==> src/design/ctc_ram.sv <==
`timescale 1ns / 1ps
// generic single-write, single-read ram with registered read data
// no dependencies; used for the acceleration and bias stores

module ctc_ram #(
  parameter int  WIDTH = 32,
  parameter int  DEPTH = 64,
  localparam int AW    = (DEPTH > 1) ? $clog2(DEPTH) : 1
) (
  input  logic             clk_i,
  input  logic             we_i,
  input  logic [AW-1:0]    waddr_i,
  input  logic [WIDTH-1:0] wdata_i,
  input  logic             re_i,
  input  logic [AW-1:0]    raddr_i,
  output logic [WIDTH-1:0] rdata_o
);

  logic [WIDTH-1:0] mem_q [DEPTH];
  logic [WIDTH-1:0] rdata_q;

  // write port
  always_ff @(posedge clk_i) begin
    if (we_i) begin
      mem_q[waddr_i] <= wdata_i;
    end
  end

  // registered read port
  always_ff @(posedge clk_i) begin
    if (re_i) begin
      rdata_q <= mem_q[raddr_i];
    end
  end

  assign rdata_o = rdata_q;

endmodule

==> config.mk <==
export PLATFORM = sky130hd
export DESIGN_NAME = ctc_ram
export DESIGN_NICKNAME = d
export VERILOG_FILES = /design/src/design/ctc_ram.sv
export SDC_FILE = /design/constraint.sdc
export NUM_CORES = 2
export LEC_CHECK = 0
export BUFFER_PORTS_ARGS = -buffer_cell sky130_fd_sc_hd__buf_4
export CORE_ASPECT_RATIO = 1.4
export CORE_UTILIZATION = 62
export CTS_CLUSTER_DIAMETER = 100
export CTS_CLUSTER_SIZE = 10
export DETAILED_ROUTE_END_ITERATION = 8
export PLACE_DENSITY = 0.79
export SLEW_MARGIN = 20
export SYNTH_ARGS = -nofsm -noshare
export SYNTH_HDL_FRONTEND = slang
export SYNTH_SLANG_ARGS = --single-unit
==> constraint.sdc <==
create_clock -name clk_i -period 8.4 [get_ports clk_i]
set_input_delay 1.68 -clock clk_i [delete_from_list [all_inputs] [get_ports clk_i]]
set_output_delay 1.68 -clock clk_i [all_outputs]
set_load 0.1 [all_outputs]
==> flow_summary_export.csv <==
group,metric,value,unit
run_status,outcome,"completed",
floorplanning,boundaryPins,79,
timing,grt_setup_unrepaired,"false",
worst_setup_path,cp_slowest_cell,"sky130_fd_sc_hd__buf_4",
worst_hold_path,min_path_cells,4,
worst_setup_path,worst_setup_path_start_kind,"input pin",
worst_setup_path,cp.arrival,5.19,ns
timing,timing.setup.tns,0,ns
drt,total_number_of_vias,38800,
worst_setup_path,timing.critical_path.max_delay_family,"buffers and inverters",
placement,dp.final_hpwl,108,mm
timing,final_min_period_over_clock_period,55.2,%
clock_tree,post_cts_buffers,0,
timing,fin_skew,0.0337,ns
worst_hold_path,worstHoldPathType,"register to register",
worst_setup_path,critical_path.startpoint,"raddr_i[1]",
synth,synth.ff_latch_count,2080,
layout,nFillCells,6939,
floorplanning,floorplan.die.height,424,um
clock_tree,insertion_delay,0.84,ns
worst_setup_path,critPathBufInv,3,
drt,route.detailed.wl_per_inst,41.4,um
drt,route.antenna.remaining_nets,0,
placement,place_congestion,0.871,
synth,post_synth.cell_area_avg,23.7,um^2
layout,post_route_cells_drive_above_1_share,28.9,%
timing,final_period_minus_worst_setup_slack,4.64,ns
floorplanning,floorplan.initialDensity,62.6,%
floorplanning,chipWidth,303,um
synth,syn_nets,3371,
run,drv.max_cap_violation_count,0,
global_route,grt_pass1_wl,298,mm
timing,final-setup-viol-count,0,
synth,synthesis.instances,3324,
clock_tree,clk_transition_reported_paths,0.05,ns
clock_tree,cts-resized-gates,0,
drt,drt_pre_antenna_iters,7,
drt,route.top_layer_used,"met5",
worst_setup_path,r2r_slack,5.83,ns
clock_tree,cts_hold_buffers,0,
floorplanning,placement_rows,154,
synth,synth_seq_area_share,79.2,%
worst_setup_path,path_max_fanout,69,
global_route,grt_util_all_layers,34.3,%
worst_setup_path,criticalPathCategory,"input pin to register",
clock_tree,cts_inserted_buffers,225,
global_route,first_global_vias,40200,
placement,io_buffers,78,
worst_setup_path,worst_path_most_repeated_cell,"sky130_fd_sc_hd__buf_4",
worst_setup_path,worst-path-stages,8,
worst_setup_path,critical_path.endpoint_type,"register",
drt,wire_length_after_detailed_routing,215,mm
clock_tree,tritoncts_clock_tree,"yes",
worst_setup_path,crit_path_end,"rdata_o[17]$_DFFE_PP_",
global_route,initial_antenna_violation_count,12,
timing,worst_pin_slew,1.07,ns
placement,placed_instances,4956,
timing,highest_attainable_clock_frequency,216,MHz
drt,drt_iter0_drc,6582,
worst_setup_path,r2r_endpoint,"rdata_o[5]$_DFFE_PP_",
drt,route.detailed.vias_per_inst,7.46,
layout,layout.cells.non_filler,5195,
layout,layout.cell_area.non_filler,87700,um^2
drt,dr_wl_met3,26.4,mm
global_route,globalRouteOverflowTotal,0,
drt,routedLengthMet1,66.0,mm
placement,placed_instance_area,81900,um^2
synth,syn-cell-area,78800,um^2
drt,met2RoutedLength,106,mm
power_and_ir_drop,static-leakage-power,0.0272,uW
drt,remaining_drc_errors,0,
clock_tree,clk_root_buffer_cell,"sky130_fd_sc_hd__clkbuf_16",
floorplanning,die_outline_area,129000,um^2
clock_tree,clock_sink_count,2080,
worst_setup_path,reg2reg_depth,4,
layout,finalNetCount,3592,
power_and_ir_drop,power_density,241,nW/um^2
synth,number_of_distinct_standard_cells_referenced_by_the_synthesized_netlist,33,
synth,synth.yosys.warnings,0,
worst_hold_path,worst_hold_startpoint,"mem_q[12][17]$_DFFE_PP_",
worst_setup_path,cp_required,8.95,ns
worst_setup_path,worstReg2RegStart,"mem_q[49][5]$_DFFE_PP_",
worst_setup_path,critical_path.cell_chain,"buf_8 -> buf_4 -> buf_4 -> nor2b_1 -> a22oi_1 -> and3_1 -> o32ai_1 -> nor3_1",
floorplanning,core_area,126000,um^2
timing,timing_max_transition_violations_final,0,
clock_tree,clock_path_buffers,3,
layout,flow.area_growth_from_synthesis,11.3,%
clock_tree,htreeDepth,4,
timing,timing_hold_violations_final,0,
power_and_ir_drop,power.ir.vdd_worst,0.000203,V
global_route,grt_max_degree,122,
timing,relSlewSlack,28.7,%
worst_setup_path,worst_path_largest_cell_delay,0.80,ns
## sequential cells by signal (all words and copies together) (netlist names)
| signal | cells |
|---|---|
| mem_q | 2048 |
| rdata_o | 32 |
## kinds of logic (layout without fill, tap and decap cells)
logic type             after synthesis  after routing  share of synthesized area, %
AOI/OAI and AO/OA                  202            202                          1.67
DFF                               2080           2080                          79.2
other                                0              5                             0
and+or+nand+nor                    223            223                          1.26
buffers and inverters              182            410                          1.12
muxes                              637            637                          16.7
## report_power, final
| group | total [uW] | internal, uW | switching, uW |
|---|---|---|---|
| registers | 11600 | 11500 | 42.4 |
| clock network | 8400 | 4740 | 3660 |
| logic | 1220 | 381 | 837 |
| total | 21200 | 16600 | 4540 |
## per-stage QoR
stage | utilization, % | hold slack [ns] | power, uW | setup WS (ns)
global placement | 65.0 | 0.828 | 12900 | 3.20
global route | 69.6 | 0.910 | 21600 | 3.64
CTS | 69.6 | 0.837 | 21200 | 3.92
finish | 69.6 | 0.852 | 21200 | 3.76
detailed placement | 65.0 | 0.808 | 13000 | 3.09
floorplan | - | 0.750 | 12400 | 3.56
## cells in the final DEF, fill, tap and decap left out, types with 7 or more instances in the layout
cell type,synthesis,layout
sky130_fd_sc_hd__a21oi_1,62,62
sky130_fd_sc_hd__a22oi_1,12,12
sky130_fd_sc_hd__a311oi_1,8,8
sky130_fd_sc_hd__buf_12,0,7
sky130_fd_sc_hd__buf_4,25,166
sky130_fd_sc_hd__clkbuf_16,0,229
sky130_fd_sc_hd__edfxtp_1,2080,2080
sky130_fd_sc_hd__mux2i_1,93,93
sky130_fd_sc_hd__mux4_2,544,544
sky130_fd_sc_hd__nand2_1,26,25
sky130_fd_sc_hd__nand2b_1,8,8
sky130_fd_sc_hd__nor2_1,137,74
sky130_fd_sc_hd__nor2_4,0,62
sky130_fd_sc_hd__nor2b_1,15,14
sky130_fd_sc_hd__o221ai_1,27,27
sky130_fd_sc_hd__o22ai_1,84,84
## layout make-up
cell class	count	area, um^2	share of cell area (%)
timing repair buffer	176	1430	1.63
clock inverter	5	58.8	0.0670
antenna	5	12.5	0.0143
sequential	2080	62500	71.2
multi-input combinational	1062	16000	18.2
clock buffer	229	5730	6.53
tap	1638	2050	2.34
## worst min path at each step
stage                                 end  slack (ns)
finish              rdata_o[17]$_DFFE_PP_        0.85
global route        rdata_o[17]$_DFFE_PP_        0.91
CTS                 rdata_o[17]$_DFFE_PP_        0.84
detailed placement  rdata_o[17]$_DFFE_PP_        0.81
global placement    rdata_o[17]$_DFFE_PP_        0.83
floorplan           rdata_o[17]$_DFFE_PP_        0.75
## cell usage after synthesis, drive strengths merged
library cell	number	area [um^2]
a21oi	62	310
a22oi	12	90.1
a311oi	8	70.1
a31oi	1	6.26
a41o	4	40.0
and2	2	12.5
and3	4	25.0
buf	108	608
clkbuf	74	278
edfxtp	2080	62500
mux2i	93	931
mux4	544	12300
nand2	26	97.6
nand2b	8	50.1
nand3	5	25.0
nand3b	5	37.5
nand4	2	12.5
nand4b	1	8.76
nor2	137	514
nor2b	15	93.8
nor3	7	35.0
o221ai	27	236
o22ai	84	526
o32ai	4	35.0
or2	3	18.8
or3	3	18.8
or3b	5	43.8
## layer usage
layer  GRT usage (%)  vias to the layer above
li1                -                    14600
met1            42.7                    20000
met2            54.7                     3522
met3            7.40                      712
met4            22.6                        6
met5               0                        -
## worst register-to-register path, delay by kind of cell, from the launching register on
family          cells  cell delay, ns
mux                 2            1.10
compound gates      1            0.61
flops               1            0.43
simple gates        1            0.14
No activity file was read; power rests on OpenSTA's default activity.
